[src/sv/piw_pkg.sv]
// Shared types, constants and table functions for the pose interpolation weights unit.
// Used by every module of the block; no dependencies of its own.
`default_nettype none

package piw_pkg;

    localparam int FRAC_BITS_DEF = 16;
    localparam int QDEPTH        = 2;
    localparam int EXP_STEPS     = 16;

    localparam logic [16:0] WEIGHT_ONE   = 17'h10000;
    localparam logic [30:0] EXP_NEG1_Q30 = 31'd395007542;
    localparam logic [30:0] Q30_ONE      = 31'h4000_0000;

    typedef enum logic [2:0] {
        CFG_MODE       = 3'd0,
        CFG_NEAR_DIST  = 3'd1,
        CFG_DIST_CAP   = 3'd2,
        CFG_NEAR_DTIME = 3'd3,
        CFG_DTIME_CAP  = 3'd4,
        CFG_SIGMA      = 3'd5
    } t_cfg_idx;

    typedef enum logic [1:0] {
        MODE_LIN_POSE   = 2'd0,
        MODE_LIN_TIME   = 2'd1,
        MODE_GAUSS_POSE = 2'd2,
        MODE_GAUSS_TIME = 2'd3
    } t_mode;

    typedef enum logic [1:0] {
        F_IDLE,
        F_MUL,
        F_ACC
    } t_front_state;

    typedef enum logic [2:0] {
        B_IDLE,
        B_SQRT,
        B_DECIDE,
        B_LDIV,
        B_GSQ,
        B_GDIV,
        B_EXP,
        B_DONE
    } t_back_state;

    typedef struct packed {
        logic signed [31:0] point_coord;
        logic signed [31:0] start_coord;
        logic signed [31:0] end_coord;
        logic signed [31:0] point_ts;
        logic signed [31:0] start_ts;
        logic signed [31:0] end_ts;
        logic               has_start;
        logic               last_axis;
    } t_in_item;

    typedef struct packed {
        logic [16:0] weight_start;
        logic [16:0] weight_end;
        logic        clipped;
    } t_out_item;

    typedef struct packed {
        t_mode       mode;
        logic [30:0] near_dist;
        logic [30:0] dist_cap;
        logic [30:0] near_dtime;
        logic [30:0] dtime_cap;
        logic [30:0] sigma;
    } t_cfg;

    // one finished query handed from front to back
    typedef struct packed {
        logic        has_start;
        logic [63:0] ss;
        logic [63:0] se;
        logic [31:0] point_ts;
        logic [31:0] start_ts;
        logic [31:0] end_ts;
    } t_job;

    typedef struct packed {
        logic        start;
        logic [63:0] num;
        logic [33:0] den;
    } t_div_req;

    typedef struct packed {
        logic        done;
        logic [63:0] quot;
    } t_div_rsp;

    typedef logic [EXP_STEPS:0][30:0] t_exp_tab;

    function automatic logic [31:0] abs_diff32(input logic [31:0] a, input logic [31:0] b);
        logic [32:0] d;
        logic [32:0] m;
        d = {a[31], a} - {b[31], b};
        m = d[32] ? (33'd0 - d) : d;
        return m[31:0];
    endfunction

    // elaboration-time integer square root
    function automatic logic [63:0] isqrt_f(input logic [63:0] n);
        logic [65:0] rem;
        logic [65:0] trial;
        logic [63:0] root;
        rem  = '0;
        root = '0;
        for (int i = 31; i >= 0; i--) begin
            rem   = {rem[63:0], n[2*i +: 2]};
            trial = {root, 2'b01};
            if (rem >= trial) begin
                rem  = rem - trial;
                root = {root[62:0], 1'b1};
            end else begin
                root = {root[62:0], 1'b0};
            end
        end
        return root;
    endfunction

    // e^-1 and successive square roots, Q30
    function automatic t_exp_tab exp_tab_f();
        t_exp_tab    tab;
        logic [63:0] r;
        tab[0] = EXP_NEG1_Q30;
        for (int k = 1; k <= EXP_STEPS; k++) begin
            r      = isqrt_f({3'b000, tab[k-1], 30'd0});
            tab[k] = r[30:0];
        end
        return tab;
    endfunction

    localparam t_exp_tab EXP_TAB = exp_tab_f();

endpackage

`default_nettype wire

[src/sv/piw_back.sv]
// Back end: square roots, linear and gaussian weights, output register.
// Depends on piw_pkg; drives the shared piw_div through a request struct.
`default_nettype none

module piw_back #(
    parameter int FRAC_BITS = piw_pkg::FRAC_BITS_DEF
) (
    input  wire                logic i_clk,
    input  wire                logic i_rst_n,
    input  wire piw_pkg::t_cfg       i_cfg,
    input  wire                logic i_q_empty,
    input  wire piw_pkg::t_job       i_job,
    output                     logic o_pop,
    output piw_pkg::t_div_req        o_div_req,
    input  wire piw_pkg::t_div_rsp   i_div_rsp,
    output                     logic o_out_valid,
    input  wire                logic i_out_ready,
    output piw_pkg::t_out_item       o_out
);
    import piw_pkg::*;

    localparam int          SQ_STEPS  = 32;
    localparam logic [4:0]  SQ_LAST   = 5'(SQ_STEPS - 1);
    localparam logic [4:0]  K_END     = 5'(EXP_STEPS + 1);
    localparam logic [63:0] EXP_LIMIT = 64'(12) << FRAC_BITS;
    localparam int          XSH_R     = (FRAC_BITS >= 16) ? FRAC_BITS - 16 : 0;
    localparam int          XSH_L     = (FRAC_BITS < 16) ? 16 - FRAC_BITS : 0;

    t_back_state r_state, n_state;
    t_job        r_job;
    logic        r_side;
    logic [63:0] r_sq_num;
    logic [33:0] r_sq_rem;
    logic [31:0] r_sq_root;
    logic [4:0]  r_cnt;
    logic [31:0] r_d1, r_d2;
    logic [47:0] r_num0, r_num1;
    logic [33:0] r_den;
    logic        r_div_sent;
    logic [63:0] r_gval;
    logic [30:0] r_acc;
    logic [15:0] r_xfrac;
    logic [3:0]  r_exp_n;
    logic [4:0]  r_exp_k;
    logic [16:0] r_ws, r_we;
    logic        r_clip;
    logic        r_out_valid;
    t_out_item   r_out;

    // sqrt step
    logic [35:0] w_sq_t, w_sq_trial;
    logic        w_sq_ge;
    // decision
    logic [32:0] w_t1, w_t2;
    logic [33:0] w_s1, w_s2, w_near, w_max, w_d_one, w_total;
    logic        w_snap1, w_snap2, w_one_near, w_one_lt;
    // shared multiplier
    logic [31:0] w_mul_a, w_mul_b, w_g;
    logic [63:0] w_prod;
    logic [30:0] w_factor;
    logic [4:0]  w_k_idx;
    logic [31:0] w_round;
    logic [63:0] w_x16_full;
    logic        w_exp_end, w_out_free, w_div_done;

    assign w_sq_t     = {r_sq_rem, r_sq_num[63:62]};
    assign w_sq_trial = {2'b00, r_sq_root, 2'b01};
    assign w_sq_ge    = (w_sq_t >= w_sq_trial);

    assign w_t1 = {r_job.point_ts[31], r_job.point_ts}
                - {r_job.start_ts[31], r_job.start_ts};
    assign w_t2 = {r_job.end_ts[31], r_job.end_ts}
                - {r_job.point_ts[31], r_job.point_ts};

    always_comb begin
        if (i_cfg.mode == MODE_LIN_TIME) begin
            w_s1    = {w_t1[32], w_t1};
            w_s2    = {w_t2[32], w_t2};
            w_near  = {3'b000, i_cfg.near_dtime};
            w_max   = {3'b000, i_cfg.dtime_cap};
            w_d_one = {2'b00, abs_diff32(r_job.point_ts, r_job.end_ts)};
        end else begin
            w_s1    = {2'b00, r_d1};
            w_s2    = {2'b00, r_d2};
            w_near  = {3'b000, i_cfg.near_dist};
            w_max   = {3'b000, i_cfg.dist_cap};
            w_d_one = {2'b00, r_d2};
        end
    end

    assign w_snap1    = ($signed(w_s1) <= $signed(w_near));
    assign w_snap2    = ($signed(w_s2) <= $signed(w_near));
    assign w_one_near = (w_d_one <= w_near);
    assign w_one_lt   = (w_d_one < w_max);
    assign w_total    = w_s1 + w_s2;

    assign w_g = r_side ? abs_diff32(r_job.end_ts, r_job.point_ts)
                        : abs_diff32(r_job.point_ts, r_job.start_ts);
    assign w_k_idx  = (r_exp_k > 5'(EXP_STEPS)) ? 5'(EXP_STEPS) : r_exp_k;
    assign w_factor = (r_exp_n != '0) ? EXP_TAB[0]
                    : (r_xfrac[15] ? EXP_TAB[w_k_idx] : Q30_ONE);

    always_comb begin
        if (r_state == B_GSQ) begin
            w_mul_a = w_g;
            w_mul_b = w_g;
        end else begin
            w_mul_a = {1'b0, r_acc};
            w_mul_b = {1'b0, w_factor};
        end
    end
    assign w_prod = w_mul_a * w_mul_b;

    assign w_exp_end  = (r_exp_n == '0) && (r_exp_k == K_END);
    assign w_round    = {1'b0, r_acc} + 32'h2000;
    assign w_x16_full = (i_div_rsp.quot >> XSH_R) << XSH_L;
    assign w_out_free = !r_out_valid || i_out_ready;
    assign w_div_done = r_div_sent && i_div_rsp.done;

    // next state
    always_comb begin
        n_state = r_state;
        unique case (r_state)
            B_IDLE: begin
                if (!i_q_empty) begin
                    unique case (i_cfg.mode)
                        MODE_LIN_POSE: n_state = B_SQRT;
                        MODE_LIN_TIME: n_state = B_DECIDE;
                        default:       n_state = B_GSQ;
                    endcase
                end
            end
            B_SQRT: if (r_cnt == SQ_LAST && r_side) n_state = B_DECIDE;
            B_DECIDE: begin
                if (!r_job.has_start) begin
                    n_state = (!w_one_near && w_one_lt) ? B_LDIV : B_DONE;
                end else begin
                    n_state = (w_snap1 || w_snap2) ? B_DONE : B_LDIV;
                end
            end
            B_LDIV: if (w_div_done && r_side) n_state = B_DONE;
            B_GSQ:  n_state = B_GDIV;
            B_GDIV: begin
                if (w_div_done) begin
                    if (i_div_rsp.quot < EXP_LIMIT) n_state = B_EXP;
                    else n_state = r_side ? B_DONE : B_GSQ;
                end
            end
            B_EXP:  if (w_exp_end) n_state = r_side ? B_DONE : B_GSQ;
            B_DONE: if (w_out_free) n_state = B_IDLE;
            default: n_state = B_IDLE;
        endcase
    end

    // control outputs
    always_comb begin
        o_pop           = (r_state == B_IDLE) && !i_q_empty;
        o_div_req.start = ((r_state == B_LDIV) || (r_state == B_GDIV)) && !r_div_sent;
        if (r_state == B_GDIV) begin
            o_div_req.num = r_gval;
            o_div_req.den = (i_cfg.sigma == '0) ? 34'd2 : {2'b00, i_cfg.sigma, 1'b0};
        end else begin
            o_div_req.num = {16'd0, (r_side ? r_num1 : r_num0)};
            o_div_req.den = r_den;
        end
    end

    assign o_out_valid = r_out_valid;
    assign o_out       = r_out;

    always_ff @(posedge i_clk) begin
        if (!i_rst_n) begin
            r_state     <= B_IDLE;
            r_out_valid <= 1'b0;
            r_div_sent  <= 1'b0;
        end else begin
            r_state <= n_state;
            if (r_state == B_DONE && w_out_free) begin
                r_out_valid <= 1'b1;
            end else if (i_out_ready) begin
                r_out_valid <= 1'b0;
            end
            if (o_div_req.start) begin
                r_div_sent <= 1'b1;
            end else if (w_div_done) begin
                r_div_sent <= 1'b0;
            end
        end
    end

    always_ff @(posedge i_clk) begin
        case (r_state)
            B_IDLE: begin
                r_job     <= i_job;
                r_ws      <= '0;
                r_we      <= '0;
                r_clip    <= 1'b0;
                r_side    <= (i_cfg.mode == MODE_GAUSS_POSE || i_cfg.mode == MODE_GAUSS_TIME)
                             ? !i_job.has_start : 1'b0;
                r_sq_num  <= i_job.ss;
                r_sq_rem  <= '0;
                r_sq_root <= '0;
                r_cnt     <= '0;
            end
            B_SQRT: begin
                r_cnt <= r_cnt + 1'b1;
                if (r_cnt == SQ_LAST) begin
                    if (!r_side) begin
                        r_d1      <= w_sq_ge ? {r_sq_root[30:0], 1'b1} : {r_sq_root[30:0], 1'b0};
                        r_side    <= 1'b1;
                        r_sq_num  <= r_job.se;
                        r_sq_rem  <= '0;
                        r_sq_root <= '0;
                    end else begin
                        r_d2 <= w_sq_ge ? {r_sq_root[30:0], 1'b1} : {r_sq_root[30:0], 1'b0};
                    end
                end else begin
                    r_sq_num  <= {r_sq_num[61:0], 2'b00};
                    r_sq_rem  <= w_sq_ge ? 34'(w_sq_t - w_sq_trial) : w_sq_t[33:0];
                    r_sq_root <= {r_sq_root[30:0], w_sq_ge};
                end
            end
            B_DECIDE: begin
                if (!r_job.has_start) begin
                    r_side <= 1'b1;
                    r_num1 <= {(w_max[30:0] - w_d_one[30:0]), 17'd0} >> 1;
                    r_den  <= w_max;
                    if (w_one_near) begin
                        r_we <= WEIGHT_ONE;
                    end else if (!w_one_lt) begin
                        r_clip <= (w_d_one > w_max);
                    end
                end else begin
                    r_side <= 1'b0;
                    r_num0 <= {w_s2[31:0], 16'd0};
                    r_num1 <= {w_s1[31:0], 16'd0};
                    r_den  <= w_total;
                    if (w_snap1) begin
                        r_ws <= WEIGHT_ONE;
                    end else if (w_snap2) begin
                        r_we <= WEIGHT_ONE;
                    end
                end
            end
            B_LDIV: begin
                if (w_div_done) begin
                    if (!r_side) begin
                        r_ws   <= i_div_rsp.quot[16:0];
                        r_side <= 1'b1;
                    end else begin
                        r_we <= i_div_rsp.quot[16:0];
                    end
                end
            end
            B_GSQ: begin
                if (i_cfg.mode == MODE_GAUSS_TIME) begin
                    r_gval <= w_prod;
                end else begin
                    r_gval <= r_side ? r_job.se : r_job.ss;
                end
            end
            B_GDIV: begin
                if (w_div_done) begin
                    r_acc   <= Q30_ONE;
                    r_exp_n <= w_x16_full[19:16];
                    r_xfrac <= w_x16_full[15:0];
                    r_exp_k <= 5'd1;
                    if (i_div_rsp.quot >= EXP_LIMIT) begin
                        r_side <= 1'b1;
                    end
                end
            end
            B_EXP: begin
                if (w_exp_end) begin
                    if (!r_side) begin
                        r_ws   <= w_round[30:14];
                        r_side <= 1'b1;
                    end else begin
                        r_we <= w_round[30:14];
                    end
                end else begin
                    r_acc <= w_prod[60:30];
                    if (r_exp_n != '0) begin
                        r_exp_n <= r_exp_n - 1'b1;
                    end else begin
                        r_exp_k <= r_exp_k + 1'b1;
                        r_xfrac <= {r_xfrac[14:0], 1'b0};
                    end
                end
            end
            B_DONE: begin
                if (w_out_free) begin
                    r_out.weight_start <= r_ws;
                    r_out.weight_end   <= r_we;
                    r_out.clipped      <= r_clip;
                end
            end
            default: ;
        endcase
    end

endmodule

`default_nettype wire

[config.mk]
export PLATFORM = sky130hd
export DESIGN_NAME = piw_back
export DESIGN_NICKNAME = d
export VERILOG_FILES = /design/src/sv/piw_pkg.sv /design/src/sv/piw_back.sv
export SDC_FILE = /design/constraint.sdc
export NUM_CORES = 2
export LEC_CHECK = 0
export BUFFER_PORTS_ARGS = -buffer_cell sky130_fd_sc_hd__clkbuf_2
export CAP_MARGIN = 20
export CORE_MARGIN = 1
export CORE_UTILIZATION = 32
export DETAILED_ROUTE_END_ITERATION = 6
export PLACE_DENSITY = 0.57
export SLEW_MARGIN = 20
export SYNTH_ARGS = -nofsm -noshare
export SYNTH_HDL_FRONTEND = slang
export SYNTH_SLANG_ARGS = --single-unit
export TNS_END_PERCENT = 20
[constraint.sdc]
create_clock -name i_clk -period 20.5 [get_ports i_clk]
set_input_delay 2.05 -clock i_clk [delete_from_list [all_inputs] [get_ports i_clk]]
set_output_delay 2.05 -clock i_clk [all_outputs]
set_load 0.1 [all_outputs]
==> After elaboration in Yosys (flattened, before gate mapping) <==
Memory sizes are Yosys's and may differ from the RTL's.
Cells that the tools add are included.
{ "word_totals": {"ff_bits": 734, "rom_bits": 992, "inputBits": 451, "out_inout_bits": 136, "elab_cells": 230, "memories": 1} }
{ "memory_table": {"columns": ["memory", "depth", "width", "read_ports", "rd_ports_with_merged_regs", "wr", "line", "source"], "rows": [
  ["(no name shown)", 32, 31, 1, 0, 0, "piw_back.sv:101", ": (r_xfrac[15] ? EXP_TAB[w_k_idx] : Q30_ONE);"]
]} }
{ "op_classes": {"addsub": 13, "n_mul": 1, "magnitude_cmp": 10, "eq_ne": 37, "mux": 94, "bitwise_logic": 1, "n_reduce_logical": 42} }
{ "ops": {"columns": ["cell", "count"], "rows": [
  ["$mux W32", 10],
  ["$mux W64", 4],
  ["$mux W17", 14],
  ["$mux W31", 7],
  ["$mux W34", 6],
  ["$pmux W17 S4", 2],
  ["$pmux W64 S2", 1],
  ["$sub A32 B32 Y33", 3],
  ["$mux W98", 1],
  ["$sub A1 B32 Y32 const A", 3],
  ["$le A34 B34 Y1", 2],
  ["$pmux W34 S2", 1],
  ["$ge A64 B20 Y1 const B", 1],
  ["$lt A64 B20 Y1 const B", 1],
  ["$mul A32 B32 Y64", 1],
  ["$pmux W32 S2", 1],
  ["$pmux W31 S2", 1],
  ["$mux W16", 3],
  ["$mux W48", 1],
  ["$mux W47", 1],
  ["$ne A2 B2 Y1 const B", 20],
  ["$ge A36 B34 Y1", 1],
  ["$add A34 B34 Y34", 1],
  ["$gt A34 B34 Y1", 1],
  ["other kinds (46)", 111]
]} }

==> Longest topological paths before layout <==
{ "logic_depth": {"depth_word": 10, "mapped_depth": 50, "ltp_nobuf": 45} }

==> Worst setup path before layout <==
No wires, ideal clock.
{ "synth_timing": {"path_kind": "reg-to-reg", "startpoint": "register r_state[0]", "endpoint": "register r_job[0] in the netlist's numbering, enable pin", "setup_time_ns": 1.088, "arrival_ns": 16.113, "required_ns": 19.412, "setup_slack_ns": 3.300, "path_stages_with_launch": 4, "n_path_buf": 2, "period_less_slack_ns": 17.200, "cell_sequence": "dfxtp_1 clkbuf_1 clkbuf_1 nor3_1"} }
{ "synth_between": {"elab_chain_cells": 1} }
{ "synth_rtl": {"columns": ["item", "line", "source"], "rows": [
  ["from (decl)", "piw_back.sv:29", "t_back_state r_state, n_state;"],
  ["from (signal assigned)", "piw_back.sv:177", "r_state <= n_state;"],
  ["$logic_not A3 Y1", "piw_back.sv:192", "case (r_state)"],
  ["to (signal assigned)", "piw_back.sv:194", "r_job <= i_job;"],
  ["to (decl)", "piw_back.sv:30", "t_job r_job;"]
]} }
Every way passes these cells.
A chain may end at the register's enable or synchronous reset.

==> Final worst setup path <==
{ "layout_timing": {"startpoint": "register r_job[68] in the netlist's numbering", "endpoint": "register r_gval[60] (data pin)"} }
{ "layout_between": {"elab_chain_cells": 7, "word_cells_on_any_way": 11, "classes_between": "add/sub: 4; mul: 1; mux: 6"} }
{ "layout_rtl": {"columns": ["item", "line", "source"], "rows": [
  ["$sub A32 B32 Y33", "piw_pkg.sv:100", "d = {a[31], a} - {b[31], b};"],
  ["$sub A1 B32 Y32", "piw_pkg.sv:101", "m = d[32] ? (33'd0 - d) : d;"],
  ["$mux W32", "piw_pkg.sv:101", null],
  ["$mux W32 (*)", "piw_back.sv:97", "assign w_g = r_side ? abs_diff32(r_job.end_ts, r_job.point_ts)"],
  ["$mux W32", "piw_back.sv:104", "if (r_state == B_GSQ) begin"],
  ["$mul A32 B32 Y64 (*)", "piw_back.sv:112", "assign w_prod = w_mul_a * w_mul_b;"],
  ["$mux W64 (*)", "piw_back.sv:256", "if (i_cfg.mode == MODE_GAUSS_TIME) begin"],
  ["to (signal assigned)", "piw_back.sv:257", "r_gval <= w_prod;"],
  ["to (signal assigned)", "piw_back.sv:259", "r_gval <= r_side ? r_job.se : r_job.ss;"],
  ["to (decl)", "piw_back.sv:40", "logic [63:0] r_gval;"]
]} }
Every way passes the cells marked *; elsewhere a longest branch is shown, timed or not.

==> flow_summary.toml <==
[clocking]
cts_hold_buf = 0
clk_latency_ns = 0.79
numCtsBuffers = 91
cts.sinks = 718
clk_pin_slew_ns = 0.06
cts_max_level = 3
cts_tree = "yes"
clockRootBuffer = "clkbuf_16"
cts_setup_buffers = 0
clk_path_buf_depth = 3
cts_resized = 0

[sta]
slew_viol_final = 0
slew_headroom_pct = 12.60
rsz0062_at_grt = "false"
finalSetupTns_ns = 0
worst_pin_slew_ns = 1.302
final-setup-viol-count = 0
final.period_utilization_pct = 72.28
finalWorstSetupSlack_ns = 5.683
skew_ns = 0.1171
period_needed_ns = 14.82
fmax_ghz = 0.06749
hold_violations = 0

[critical_path]
slowest_delay_ns = 0.98
cp-start-kind = "register"
path_common_cell = "fa_1"
end_kind = "register"
critPathKind = "register to register"
crit_required_ns = 20.89
crit_arrival_ns = 15.21
crit_fanout = 38
critPathSlowestCell = "nor4b_1"

[detailed_routing]
postRouteAntennaNets = 0
wl_per_cell_um = 27.60
drc = 0
num_vias = 68290
routed_via_density = 5.422
routed_wl_mm = 347.7
drt-pass1-iter-count = 6
dr.first_iter.drc_count = 7481

[yosys]
synthArstFlopShare_pct = 0
netlist_area_mm2 = 0.08061
synthFlopType = "edfxtp_1"
synthTopCellsByArea = "edfxtp_1 27%, fa_1 22%, ha_1 9.4%, inv_1 5.8%, nand2_1 5.3%"
yosysWarningCount = 0
synth_top_area_share_pct = 26.56
synth_seq_area_share_pct = 26.69
synth_edf_count = 713
syn_nets = 10680
avgSynthCellArea_um2 = 9.245
synth_cell_types = 105
yosysTopAreaCell = "edfxtp_1"
syn_inst = 8719
synth-seq-cells = 718

[final_layout]
seq_area_mm2 = 0.02151
final_cell_mix = "1233 x inv_1, 1141 x nand2_1, 902 x fa_1"
multi_input_area_mm2 = 0.05318
finalNetCount = 11120
drive_gt1_share_pct = 11.55
final_cells = 12600
syn2layout_area_growth_pct = 12.95
final_common_cell = "inv_1"
fillers = 25530

[global_routing]
overflow = 0
grt.busiest_layer = "met2"
use_met3_pct = 4.315
grt_pass1_vias = 69110
grt_pass1_wl_mm = 496.6
use_met1_pct = 36.07
antenna_found_initial = 47
grt_max_degree = 131
use_met2_pct = 40.56
grt.total_usage_pct = 26.95

[placed_design]
gp_congestion = 1.000
pre_cts_ws_ns = 6.141
portBuffers = 586
place.detailed.hpwl_mm = 278.6
dp.cells = 12400

[floorplan]
core_region_area_mm2 = 0.2496
dieWidth_um = 503.9
io-pin-count = 587
core.rowCount = 183
dieArea_mm2 = 0.2539
initial_core_util_pct = 32.30
die_h_um = 503.9

[worst_hold_path]
hold_class = "register to register"

[flow_run]
cap_violations = 0

[run_status]
status = "finished, final reports clean"
-- critical path, delay by kind of cell (launching register included) --
family / cells / cell delay [ns]
flip-flops: 1 / 0.42
buffers and inverters: 5 / 1.09
adder cells (fa/ha/maj): 10 / 5.26
AO/OA/AOI/OAI: 15 / 4.08
AND/OR/NAND/NOR: 6 / 2.21
XOR/XNOR: 3 / 1.25
-- cell usage after synthesis, types with 81 or more instances --
library cell	count
nor3_1	98
xor2_1	114
a21o_1	182
mux2i_1	239
clkbuf_1	336
nor2_1	767
nand3_1	127
a21oi_1	397
nor2b_1	81
edfxtp_1	713
o21ai_0	452
xnor2_1	180
inv_1	1235
ha_1	604
fa_1	902
and2_1	148
nand2_1	1145
-- sequential cells by signal (all words and copies together) (netlist names), 3 cells and up --
name and cells:
o_out 35, r_den 34, r_exp_n 4, r_xfrac 16, r_d2 32, r_we 17, r_state 3, r_sq_num 64
r_acc 31, r_num0 32, r_gval 64, r_exp_k 5, r_sq_root 32, r_num1 32, r_cnt 5, r_ws 17
r_job 225, r_d1 32, r_sq_rem 34
-- through the flow --
stage               hold slack (ns)  util (%)  cell area [µm²]
floorplan                    0.4003         -            80610
finish                       0.4183     36.48            91050
detailed placement           0.4045     35.23            87920
global route                 0.4223     36.47            91030
CTS                          0.4183     36.44            90940
global placement             0.4038     35.17            87780
-- metal layers --
metal	wire length [µm]	vias to the layer above	share of wire, %
li1	-	29900	-
met5	69	-	0.020
met4	25800	10	7.4
met1	145100	34230	42
met3	28020	727	8.1
met2	148700	3421	43
-- worst paths after layout --
kind	slack, ns	to	from	depth (start not counted)
worst max register to register	5.68	r_gval[60]	r_job[68]	39
worst max-delay path	5.68	r_gval[60]	r_job[68]	39
worst min register to register	0.42	o_out[6]	r_we[5]	0
worst min-delay path	0.42	o_out[6]	r_we[5]	0
-- kinds of logic (layout without fill, tap and decap cells) --
family	Yosys count	after routing	synth area share (%)
simple gates	2745	2745	15.26
mux	255	255	3.196
buf+inv	1662	2178	7.845
other cells	0	30	0
flops	718	718	26.69
xor+xnor	294	294	3.194
fa+ha+maj	1506	1506	31.78
compound gates	1539	1539	12.05
-- layout make-up --
type / instances / share of cell area, %
tap: 3330 / 4.576
multi-input combinational: 6339 / 58.41
sequential: 718 / 23.63
clock inverter: 47 / 0.6280
antenna: 30 / 0.08245
timing repair buffer: 775 / 4.878
clock buffer: 116 / 2.682
inverter: 1240 / 5.115
Power is not shown: default switching activity piles up to over one toggle a cycle in this logic, so the estimate is an artifact.
