--- src/sv/piw_pkg.sv ---
// Shared types, constants and table functions for the pose interpolation weights unit.
// Used by every module of the block; no dependencies of its own.
`default_nettype none

package piw_pkg;

    localparam int FRAC_BITS_DEF = 16;
    localparam int QDEPTH        = 2;
    localparam int EXP_STEPS     = 16;

    localparam logic [16:0] WEIGHT_ONE   = 17'h10000;
    localparam logic [30:0] EXP_NEG1_Q30 = 31'd395007542;
    localparam logic [30:0] Q30_ONE      = 31'h4000_0000;

    typedef enum logic [2:0] {
        CFG_MODE       = 3'd0,
        CFG_NEAR_DIST  = 3'd1,
        CFG_DIST_CAP   = 3'd2,
        CFG_NEAR_DTIME = 3'd3,
        CFG_DTIME_CAP  = 3'd4,
        CFG_SIGMA      = 3'd5
    } t_cfg_idx;

    typedef enum logic [1:0] {
        MODE_LIN_POSE   = 2'd0,
        MODE_LIN_TIME   = 2'd1,
        MODE_GAUSS_POSE = 2'd2,
        MODE_GAUSS_TIME = 2'd3
    } t_mode;

    typedef enum logic [1:0] {
        F_IDLE,
        F_MUL,
        F_ACC
    } t_front_state;

    typedef enum logic [2:0] {
        B_IDLE,
        B_SQRT,
        B_DECIDE,
        B_LDIV,
        B_GSQ,
        B_GDIV,
        B_EXP,
        B_DONE
    } t_back_state;

    typedef struct packed {
        logic signed [31:0] point_coord;
        logic signed [31:0] start_coord;
        logic signed [31:0] end_coord;
        logic signed [31:0] point_ts;
        logic signed [31:0] start_ts;
        logic signed [31:0] end_ts;
        logic               has_start;
        logic               last_axis;
    } t_in_item;

    typedef struct packed {
        logic [16:0] weight_start;
        logic [16:0] weight_end;
        logic        clipped;
    } t_out_item;

    typedef struct packed {
        t_mode       mode;
        logic [30:0] near_dist;
        logic [30:0] dist_cap;
        logic [30:0] near_dtime;
        logic [30:0] dtime_cap;
        logic [30:0] sigma;
    } t_cfg;

    // one finished query handed from front to back
    typedef struct packed {
        logic        has_start;
        logic [63:0] ss;
        logic [63:0] se;
        logic [31:0] point_ts;
        logic [31:0] start_ts;
        logic [31:0] end_ts;
    } t_job;

    typedef struct packed {
        logic        start;
        logic [63:0] num;
        logic [33:0] den;
    } t_div_req;

    typedef struct packed {
        logic        done;
        logic [63:0] quot;
    } t_div_rsp;

    typedef logic [EXP_STEPS:0][30:0] t_exp_tab;

    function automatic logic [31:0] abs_diff32(input logic [31:0] a, input logic [31:0] b);
        logic [32:0] d;
        logic [32:0] m;
        d = {a[31], a} - {b[31], b};
        m = d[32] ? (33'd0 - d) : d;
        return m[31:0];
    endfunction

    // elaboration-time integer square root
    function automatic logic [63:0] isqrt_f(input logic [63:0] n);
        logic [65:0] rem;
        logic [65:0] trial;
        logic [63:0] root;
        rem  = '0;
        root = '0;
        for (int i = 31; i >= 0; i--) begin
            rem   = {rem[63:0], n[2*i +: 2]};
            trial = {root, 2'b01};
            if (rem >= trial) begin
                rem  = rem - trial;
                root = {root[62:0], 1'b1};
            end else begin
                root = {root[62:0], 1'b0};
            end
        end
        return root;
    endfunction

    // e^-1 and successive square roots, Q30
    function automatic t_exp_tab exp_tab_f();
        t_exp_tab    tab;
        logic [63:0] r;
        tab[0] = EXP_NEG1_Q30;
        for (int k = 1; k <= EXP_STEPS; k++) begin
            r      = isqrt_f({3'b000, tab[k-1], 30'd0});
            tab[k] = r[30:0];
        end
        return tab;
    endfunction

    localparam t_exp_tab EXP_TAB = exp_tab_f();

endpackage

`default_nettype wire

--- src/sv/piw_div.sv ---
// Restoring divider, one quotient bit per cycle, shared by the back end.
// Depends on piw_pkg for the request and response structs.
`default_nettype none

module piw_div (
    input  wire               logic i_clk,
    input  wire               logic i_rst_n,
    input  wire piw_pkg::t_div_req  i_req,
    output piw_pkg::t_div_rsp       o_rsp
);
    import piw_pkg::*;

    localparam int NUM_W = 64;
    localparam int DEN_W = 34;
    localparam int CNT_W = $clog2(NUM_W);

    logic             r_busy, r_done;
    logic [CNT_W-1:0] r_cnt;
    logic [NUM_W-1:0] r_quot;
    logic [DEN_W-1:0] r_rem, r_den;
    logic [DEN_W:0]   w_sh;
    logic             w_ge;

    assign w_sh = {r_rem, r_quot[NUM_W-1]};
    assign w_ge = (w_sh >= {1'b0, r_den});

    assign o_rsp.done = r_done;
    assign o_rsp.quot = r_quot;

    always_ff @(posedge i_clk) begin
        if (!i_rst_n) begin
            r_busy <= 1'b0;
            r_done <= 1'b0;
            r_cnt  <= '0;
        end else begin
            r_done <= 1'b0;
            if (!r_busy && i_req.start) begin
                r_busy <= 1'b1;
                r_cnt  <= '0;
            end else if (r_busy) begin
                r_cnt <= r_cnt + 1'b1;
                if (r_cnt == CNT_W'(NUM_W - 1)) begin
                    r_busy <= 1'b0;
                    r_done <= 1'b1;
                end
            end
        end
    end

    always_ff @(posedge i_clk) begin
        if (!r_busy && i_req.start) begin
            r_quot <= i_req.num;
            r_den  <= i_req.den;
            r_rem  <= '0;
        end else if (r_busy) begin
            r_rem  <= w_ge ? DEN_W'(w_sh - {1'b0, r_den}) : w_sh[DEN_W-1:0];
            r_quot <= {r_quot[NUM_W-2:0], w_ge};
        end
    end

endmodule

`default_nettype wire

--- config.mk ---
export PLATFORM = sky130hd
export DESIGN_NAME = piw_div
export DESIGN_NICKNAME = d
export VERILOG_FILES = /design/src/sv/piw_pkg.sv /design/src/sv/piw_div.sv
export SDC_FILE = /design/constraint.sdc
export NUM_CORES = 1
export LEC_CHECK = 0
export ABC_AREA = 1
export BUFFER_PORTS_ARGS = -buffer_cell sky130_fd_sc_hd__buf_2
export CAP_MARGIN = 10
export CORE_UTILIZATION = 55
export DETAILED_ROUTE_END_ITERATION = 10
export PLACE_DENSITY = 0.8
export SYNTH_ARGS = -nofsm -noshare
export SYNTH_HDL_FRONTEND = slang
export SYNTH_SLANG_ARGS = --single-unit
--- constraint.sdc ---
create_clock -name i_clk -period 3.3 [get_ports i_clk]
set_clock_uncertainty 0.1 [all_clocks]
set_input_delay 0 -clock i_clk [delete_from_list [all_inputs] [get_ports i_clk]]
set_output_delay 0 -clock i_clk [all_outputs]
set_load 0.1 [all_outputs]
After elaboration in Yosys (flattened, before gate mapping). Cells that the tools add are included.

Add/sub/neg operators: 2. Multipliers: 0. Div/mod/pow operators: 0. Order comparisons: 1. Eq/ne operators: 1. Shifts and indexed selects: 0. Mux-type cells: 7. Bitwise logic cells: 2. Reduce and logical (&&, ||, !) cells: 5.

Operator list (count): two-way mux 64 bit (2); greater-or-equal comparator 35 x 34 -> 1 bit (1); two-way mux 34 bit (1); subtractor 34 bit (1); adder 6 x 1 -> 6 bit (second input constant) (1); equality test 6 bit (second input constant) (1); two-way mux 1 bit (4); OR reduction 3 bit (1); inverter 1 bit (2); nonzero test 2 bit (1); OR reduction 2 bit (1); logical AND 1 bit (1); logical NOT 1 bit (1).

Bits in registers: 140. Bits in latches: 0. Memory bits (writable): 0. Memory bits (read-only): 0. Input bits: 101. Output and inout bits: 65. Memories: 0.

Longest topological paths before layout. Gate-level depths: netlist of the first run.

Word-level depth: 4. Mapped depth: 17.

Least setup slack after synthesis of the first run. Ideal clock, no wire load.

Path kind: register to register. Start point: reg r_busy. End point: reg r_quot[0] (enable). Data arrival time: 2.460 ns. Data required time: 2.749 ns. Slack: 0.289 ns. Cell stages (with the launch flop): 4. Path buffers: 1. Clock period less this slack: 3.011 ns. Cells stage by stage: dfxtp_1 -> nor2_1 -> inv_1 -> clkbuf_1.

Longest elaborated chain between the ends: 3.

RTL lines: start, declared (RTL line piw_div.sv:17) `logic r_busy, r_done;`; start signal, assigned (RTL line piw_div.sv:32) `r_busy <= 1'b0;`; start signal, assigned (RTL line piw_div.sv:38) `r_busy <= 1'b1;`; start signal, assigned (RTL line piw_div.sv:43) `r_busy <= 1'b0;`; logical NOT 1 bit (RTL line piw_div.sv:51) `if (!r_busy && i_req.start) begin`; logical AND 1 bit (RTL line piw_div.sv:51); nonzero test 2 bit (no line) *; end signal, assigned (RTL line piw_div.sv:52) `r_quot <= i_req.num;`; end signal, assigned (RTL line piw_div.sv:57) `r_quot <= {r_quot[NUM_W-2:0], w_ge};`; end, declared (RTL line piw_div.sv:19) `logic [NUM_W-1:0] r_quot;`.

Mark *: on every way between the ends. The rest lies on a longest branch, timed or not. A chain may end at the register's enable or synchronous reset.

Worst setup path in the final report of the first run.
Start point: reg r_den[22]. End point: reg r_rem[19].

Longest elaborated chain between the ends: 2.

RTL lines: start, declared (RTL line piw_div.sv:20) `logic [DEN_W-1:0] r_rem, r_den;`; start signal, assigned (RTL line piw_div.sv:53) `r_den <= i_req.den;`; greater-or-equal comparator 35 x 34 -> 1 bit (RTL line piw_div.sv:25) `assign w_ge = (w_sh >= {1'b0, r_den});`; two-way mux 34 bit (RTL line piw_div.sv:56) `r_rem <= w_ge ? DEN_W'(w_sh - {1'b0, r_den}) : w_sh[DEN_W-1:0];`; end signal, assigned (RTL line piw_div.sv:56); end, declared (RTL line piw_div.sv:20).

Every way passes these cells.

==> results_dict.tcl, run 1 <==
set metrics [dict create \
    cts_tree "built" \
    grt_pass1_vias 8593 \
    drv_cap 0 \
    final-hold-violation-count 0 \
    outcome "complete, no violations" \
    port_buffers 165 \
    synth_cell_types 37 \
    grt_util_met1 0.407 \
    insertedDiodeCount 0 \
    yosys.area.top_type "edfxtp_1" \
    grt_pass1_wl_mm 42.0 \
    drt_iter0_markers 688 \
    drt_wl_total_mm 26.2 \
    finalMaxSlewViolations 0 \
    syn-num-nets 1299 \
    layout-drive-gt1-share 0.163 \
    cp_max_fo 29 \
    numCtsBuffers 17 \
    grt.overflow.total 0 \
    synthToLayoutAreaGrowth_pct 30.2 \
    syn_area_um2 8430 \
    clockBufferDepth 2 \
    cts_resized 0 \
    synthArstFlopShare 0 \
    num_vias 8543 \
    fp.dieH_um 126 \
    powerDensity_nw_per_um2 812 \
    fin_setup_tns_ps 0 \
    whs_ps 177 \
    p_leak_nw 5.80 \
    ys_warn_count 0 \
    rows 44 \
    fin_crit_sh 0.816 \
    antenna_found_initial 0 \
    power_w 0.00891 \
    clock-sinks 140 \
    grt_use_met2 0.579 \
    num-nets-final 1558 \
    ys_ff_latch 140 \
    period_minus_slack_ps 2690 \
    setup_viol 0 \
    dieArea_um2 15800 \
    path_clk_slew_ps 70 \
    arrival_ps 2910 \
    netlist_instances 1162 \
    relSlewSlack 0.276 \
    syn_avg_cell_area_um2 7.26 \
    dp.cells 1486 \
    start_util 0.571 \
    criticalPathCategory "register to register" \
    cp_data_required_time_ps 3520 \
    ant_nets 0 \
    utilization 0.744 \
    worstSetupEndpointType "register" \
    grt_max_degree 98 \
    core_um2 14800 \
    grt_busiest_layer "met2" \
    fmax_ghz 0.371 \
    synth_seq_area_share 0.449 \
    rsz0062_at_grt "false" \
    start_kind "register" \
    hp-class "input pin to register" \
    yosysTopAreaCellShare 0.349 \
    die_w_um 126 \
    worstMarginPinSlew_ps 1090 \
    ys_top_cells_by_area "edfxtp_1, nand2_1, dfxtp_1, inv_1, ha_1" \
    vdd_drop_max_uv 513 \
    drc 0 \
    use_met3 0.0769 \
    synthFlopType "edfxtp_1" \
    dp_hpwl_mm 15.6 \
    wl_per_cell_um 16.2 \
    via_per_inst 5.28 \
    cts_hold_buf 100 \
    clk_latency_ps 430 \
    synth_edf_count 98 \
    gp_congestion 0.982 \
    layoutNonFillerInstCount 1618 \
    htreeDepth 4 \
    postCtsSetupBuffers 0 \
    grt_usage 0.343 \
    first_pass_iters 5 \
    ios 166 \
    root_buffer "clkbuf_16" \
]
[power by group]
group / leakage (nW) / switching [W] / internal [W]
Combinational: 4.20 / 0.00315 / 0.00139
Sequential: 1.33 / 0.000249 / 0.00226
Clock: 0.274 / 0.000854 / 0.00101
Total: 5.80 / 0.00425 / 0.00466
[flip-flops by register name (all words and copies together), names as in the netlist]
| register | flops |
|---|---|
| r_rem | 34 |
| r_busy | 1 |
| r_den | 34 |
| r_cnt | 6 |
| r_quot | 64 |
| r_done | 1 |
[placed cells by master (no fill, tap or decap), types with 2 or more instances in the layout]
master,count
ha_1,35
nor3_1,12
dlygate4sd3_1,100
nand2_1,513
clkinvlp_4,2
dfxtp_1,42
nor2_2,4
inv_1,178
nor2_1,44
clkbuf_16,17
nand3_1,72
a21oi_1,28
o21ai_1,5
xnor2_1,12
buf_2,165
xor2_1,7
and2_1,2
o21bai_1,3
inv_6,7
a31oi_1,2
nand4_1,3
buf_4,7
inv_2,10
nand3b_1,22
edfxtp_1,98
clkinv_4,2
o21ai_0,17
nand2_2,9
[metal layers]
metal / share of wire / routed length [um] / vias up
li1: - / - / 4130
met1: 0.40 / 10400 / 3852
met2: 0.47 / 12300 / 472
met3: 0.087 / 2290 / 89
met4: 0.045 / 1190 / 0
met5: 0 / 0 / -
[worst max-delay path, cell delays in order (launching register included)]
cell,delay (ps)
edfxtp_1,320
inv_1,40
ha_1,360
nand2_1,120
nor2_1,260
nand2_1,130
nor2_2,180
nand3_1,90
nand2_1,80
inv_2,40
nand2_2,490
o21ai_0,190
nand3_1,120
nand2_1,50
[per-stage QoR]
stage,area (um2),setup slack [ps]
floorplan,8430,289
global placement,9410,670
detailed placement,9410,659
CTS,11000,639
global route,11000,416
finish,11000,607
[cell families after synthesis]
kind of cell	count (synthesis)	share of synthesized area
and+or+nand+nor	688	0.337
buffers and inverters	221	0.103
DFF	140	0.449
AOI/OAI and AO/OA	57	0.0358
adders and majority gates	36	0.0543
xor gates and xnor gates	19	0.0197
muxes	1	0.00119
[path summary, 6_finish.rpt]
| kind | from | endpoint | slack [ps] | cells after the start |
|---|---|---|---|---|
| min reg2reg | r_rem[23] | r_rem[23] | 370 | 2 |
| min | i_req[25] | r_den[25] | 180 | 2 |
| max reg2reg | r_den[22] | r_rem[19] | 610 | 13 |
| max | r_den[22] | r_rem[19] | 610 | 13 |
[Yosys cell counts, drive strengths merged, types with 2 or more instances]
master / number
a31oi: 2
nor3: 13
xnor2: 12
nor4: 2
nand4: 3
buf: 19
inv: 188
nand3: 73
dfxtp: 42
nand3b: 22
o21ai: 22
ha: 35
nor2: 49
xor2: 7
edfxtp: 98
nand2: 522
clkbuf: 14
o21bai: 3
and2: 2
a21oi: 29
[cell type report]
| class | count | area [um2] |
|---|---|---|
| Sequential cell | 140 | 3780 |
| Inverter | 188 | 706 |
| Multi-Input combinational cell | 801 | 3790 |
| Clock inverter | 14 | 126 |
| Fill cell | 1081 | 3780 |
| Timing Repair Buffer | 273 | 1900 |
| Clock buffer | 18 | 439 |
| Tap cell | 184 | 230 |
No activity file was read; power rests on OpenSTA's default activity.
==> inputs of run 2 (changes only) <==
clock period = 2.5 ns   (was 3.3 ns; I/O delays follow)
==> run 2 against run 1 <==
Compared with the run above: die area unchanged; critical path type unchanged; maximum frequency grew 11%; sequential cell count unchanged; clock power increased by 29%; count of clock-buffer cells in the layout is 4 higher; largest power group unchanged; register-to-register slack worse by 530 ps; first-iteration DRC count up 6.5%; global-route usage is 0.11 points lower; sequential share of layout area fell by 0.58 points; largest cell class unchanged.
==> results_dict.tcl, run 2 (same netlist as run 1, synthesis figures left out) <==
set metrics [dict create \
    ant_nets 0 \
    layout_common_cells "nand2_1, inv_1, buf_2, dlygate4sd3_1, edfxtp_1" \
    drt_iter0_markers 733 \
    die_w_um 126 \
    path_clk_slew_ps 60 \
    final_common_cell "nand2_1" \
    utilization 0.757 \
    hp-class "input pin to register" \
    setup_viol 0 \
    grt_pass1_vias 8459 \
    start_kind "register" \
    powerDensity_nw_per_um2 1080 \
    largestRegisters "r_quot (64), r_den (34), r_rem (34)" \
    cts_tree "built" \
    relSlewSlack 0.443 \
    cp_data_required_time_ps 2740 \
    drv_cap 0 \
    fillers 1033 \
    core_um2 14800 \
    worstMarginPinSlew_ps 836 \
    finalMaxSlewViolations 0 \
    clockBufferDepth 2 \
    multiInputGateArea_um2 3850 \
    cp_max_fo 4 \
    rows 44 \
    drc 0 \
    synthToLayoutAreaGrowth_pct 32.4 \
    fin_crit_sh 0.970 \
    fmax_ghz 0.412 \
    clock-sinks 140 \
    fin_setup_tns_ps 0 \
    wl_per_cell_um 16.1 \
    layout-drive-gt1-share 0.178 \
    clk_latency_ps 440 \
    largest_reg_flops 64 \
    grt_usage 0.342 \
    outcome "complete, no violations" \
    grt_pass1_wl_mm 42.0 \
    grt.overflow.total 0 \
    p_leak_nw 5.89 \
    regMostFlops "r_quot" \
    worstSetupEndpointType "register" \
    grt_max_degree 77 \
    ios 166 \
    start_util 0.571 \
    final-hold-violation-count 0 \
    port_buffers 165 \
    first_pass_iters 5 \
    dieArea_um2 15800 \
    htreeDepth 4 \
    num_vias 8616 \
    root_buffer "clkbuf_16" \
    gp_congestion 0.973 \
    antenna_found_initial 1 \
    numCtsBuffers 17 \
    drt_wl_total_mm 26.3 \
    vdd_drop_max_uv 649 \
    criticalPathCategory "register to register" \
    fp.dieH_um 126 \
    period_minus_slack_ps 2430 \
    regArea_um2 3780 \
    num-nets-final 1571 \
    arrival_ps 2660 \
    via_per_inst 5.28 \
    dp_hpwl_mm 16.5 \
]
==> run 2: through the flow <==
stage / total power, W / std cells / worst slack [ps] / cell area [um2] / hold WS (ps)
5_1_grt: 0.0127 / 1632 / -2.41 / 11200 / 30.7
6_report: 0.0120 / 1632 / 73.8 / 11200 / 19.5
4_1_cts: 0.0118 / 1629 / 91.1 / 11100 / 18.6
3_5_place_dp: 0.00925 / 1498 / 112 / 9540 / 78.1
2_1_floorplan: 0.00791 / 1162 / -51.1 / 8450 / -1.13
3_3_place_gp: 0.00918 / 1498 / 129 / 9540 / 76.1
==> run 2: area by class of cell <==
type / count / area share
flip-flops and latches: 140 / 0.339
clock inverters: 10 / 0.00818
inverters: 188 / 0.0632
multi-input cells: 801 / 0.345
diodes: 1 / 0.000224
well taps: 184 / 0.0206
clock buffers: 22 / 0.0407
repair buffers: 286 / 0.183
==> run 2: repair_timing <==
action	4_1_cts	5_1_grt
hold buffers	99	0
hold endpoints to repair	106	0
setup buffers	0	1
setup endpoints to repair	0	18
resized for setup	0	11
==> run 2: worst max-delay path, cell delays in order (launching register included) <==
cell      delay, ps
edfxtp_1        400
inv_2            80
ha_2            190
inv_2            60
fa_2            390
nand2_1          90
nand3_1          90
nand3_1         110
nand2_2          90
nand2_1          60
nand2_1         120
nand2_2         140
nand3b_1         90
nand2_1         110
nand2_1          80
nand3_1          70
nand2_1          50
==> run 2: routing by layer <==
| metal | wire length [um] | vias to the layer above | global-route usage |
|---|---|---|---|
| li1 | - | 4159 | - |
| met1 | 10900 | 3899 | 0.420 |
| met2 | 12300 | 471 | 0.575 |
| met3 | 2170 | 87 | 0.0820 |
| met4 | 903 | 0 | 0.145 |
| met5 | 0 | - | 0 |
==> run 2: path summary, 6_finish.rpt <==
check             startpoint         to  slack (ps)  cells after the start
hold / removal     i_req[98]  r_rem[29]          20                      5
hold reg to reg    r_rem[18]  r_rem[18]         370                      2
setup reg to reg  r_quot[63]  r_rem[28]          70                     16
setup / recovery  r_quot[63]  r_rem[28]          70                     16
==> run 2: where the power goes <==
| part | internal [W] | switching [W] |
|---|---|---|
| sequential | 0.00299 | 0.000321 |
| combinational | 0.00203 | 0.00425 |
| clock | 0.00139 | 0.00101 |
| total | 0.00641 | 0.00559 |
==> inputs of run 3 (changes only) <==
CTS_CLUSTER_SIZE = 14   (was unset)
RECOVER_POWER = 25   (was unset)
==> run 3 against run 2 <==
Compared with the run above: clock power hardly changed; register-to-register slack about the same; utilization fell by 0.25 points; critical path depth unchanged; largest power group unchanged; largest cell class unchanged; via count grew 0.14%.
==> results_dict.tcl, run 3 (same netlist as run 1, synthesis figures left out) <==
set metrics [dict create \
    final-hold-violation-count 0 \
    cp_data_required_time_ps 2740 \
    cp_max_fo 4 \
    placement.cell_area_um2 9540 \
    postLayoutCellArea_um2 11100 \
    regMostFlops "r_quot" \
    clock-sinks 140 \
    whs_path_depth 5 \
    powerDensity_nw_per_um2 1080 \
    drv_cap 0 \
    p_switching_w 0.00559 \
    start_kind "register" \
    largest_reg_flops 64 \
    drt_iter0_markers 740 \
    timing.rr.start "r_quot[63]" \
    period_minus_slack_ps 2420 \
    ios 166 \
    clockPowerShare 0.201 \
    relSlewSlack 0.146 \
    synthToLayoutAreaGrowth_pct 32.0 \
    outcome "complete, no violations" \
    criticalPathCategory "register to register" \
    root_buffer "clkbuf_16" \
    dieArea_um2 15800 \
    clk_latency_ps 440 \
    finalMaxSlewViolations 0 \
    worstSetupEndpointType "register" \
    power_w 0.0120 \
    worstMarginPinSlew_ps 1290 \
    drt_wl_total_mm 26.4 \
    grt_pass1_vias 8459 \
    fp.dieH_um 126 \
    path_cells "inv_2, ha_2, inv_2, fa_2, nand2_1, nand3_1, nand3_1, nand2_2, nand2_1, nand2_1, nand2_2, nand3b_1, nand2_1, nand2_1, nand3_1, nand2_1" \
    r2r_setup_slack_ps 80 \
    first_pass_iters 5 \
    wl_per_cell_um 16.2 \
    dp_hpwl_mm 16.5 \
    grt_max_degree 77 \
    utilization 0.754 \
    p_comb_frac 0.523 \
    pre_cts_ws_ps 112 \
    swShare 0.466 \
    port_buffers 165 \
    ant_nets 0 \
    clockBufferDepth 2 \
    reg2reg_depth 16 \
    multiInputGateArea_um2 3850 \
    setup_viol 0 \
    grt.overflow.total 0 \
    p_leak_nw 5.83 \
    layout_common_cells "nand2_1, inv_1, buf_2, dlygate4sd3_1, edfxtp_1" \
    crit_slowest_cell "edfxtp_1" \
    via_per_inst 5.29 \
    p_int_w 0.00640 \
    regArea_um2 3780 \
    final_common_cell "nand2_1" \
    num-nets-final 1571 \
    regToRegEndpoint "r_rem[28]" \
    numCtsBuffers 17 \
    fin_crit_sh 0.969 \
    hp-class "input pin to register" \
    worst_path_largest_cell_delay_ps 400 \
    hp-start "i_req[98]" \
    core_um2 14800 \
    arrival_ps 2660 \
    cts_tree "built" \
    fmax_ghz 0.413 \
    worst_slack_ps 77.3 \
    num_vias 8628 \
    path_clk_slew_ps 60 \
    die_w_um 126 \
    largestRegisters "r_quot (64), r_den (34), r_rem (34)" \
    power_frac_seq 0.276 \
    antenna_found_initial 1 \
    drc 0 \
    grt_usage 0.342 \
    grt_pass1_wl_mm 42.0 \
    crit_top_cell "nand2_1" \
    layout-drive-gt1-share 0.163 \
    hold_path_end "r_rem[29]" \
    start_util 0.571 \
    rows 44 \
    htreeDepth 4 \
    gp_congestion 0.973 \
    vdd_drop_max_uv 646 \
    fillers 1052 \
]
==> run 3: cell count changes in the layout (fill, tap and decap cells not counted), sizes merged <==
cell,delta
clkbuf,+22
buf,-22
==> run 3: layout make-up <==
| type | count | share of cell area |
|---|---|---|
| tap | 184 | 0.0207 |
| multi-input combinational | 801 | 0.346 |
| clock buffer | 22 | 0.0408 |
| sequential | 140 | 0.340 |
| inverter | 188 | 0.0634 |
| timing repair buffer | 286 | 0.181 |
| clock inverter | 10 | 0.00821 |
| antenna | 1 | 0.000225 |
==> run 3: worst max path at each step <==
stage / from / end / slack [ps] / cells past startpoint
2_1_floorplan: r_quot[63] / r_rem[32] / -50 / 17
3_5_place_dp: r_quot[63] / r_rem[28] / 110 / 16
6_report: r_quot[63] / r_rem[28] / 80 / 16
4_1_cts: r_quot[63] / r_rem[28] / 90 / 16
3_3_place_gp: r_quot[63] / r_rem[28] / 130 / 16
5_1_grt: r_quot[63] / r_rem[28] / -2 / 17
==> run 3: routing by layer <==
layer  track usage  part of all wire
met1         0.420              0.41
met2         0.575              0.47
met3        0.0820             0.090
met4         0.145             0.036
met5             0                 0
==> run 3: stage by stage <==
stage	std cells	hold WS, ps	setup TNS [ps]
floorplan	1162	-1.13	-460
CTS	1629	18.6	0
global placement	1498	76.1	0
detailed placement	1498	78.1	0
global route	1632	30.7	-2.42
finish	1632	21.1	0
==> run 3: what timing repair did <==
item,CTS,global route
endpoints found under the setup margin,0,18
setup buffers,0,1
gates resized for setup,0,11
hold buffers,99,0
hold endpoints to repair,106,0
==> run 3: power groups by stage <==
stage,Clock (W),Sequential (W),Combinational [W]
detailed placement,0,0.00330,0.00594
finish,0.00241,0.00331,0.00628
global route,0.00251,0.00336,0.00686
global placement,0,0.00330,0.00588
floorplan,0,0.00425,0.00366
CTS,0.00240,0.00328,0.00610
==> run 3: critical path, delay by kind of cell, from the launching register on <==
family | cells | cell delay (ps)
adders and majority gates | 2 | 580
and+or+nand+nor | 12 | 1090
buffers and inverters | 2 | 150
DFF | 1 | 400
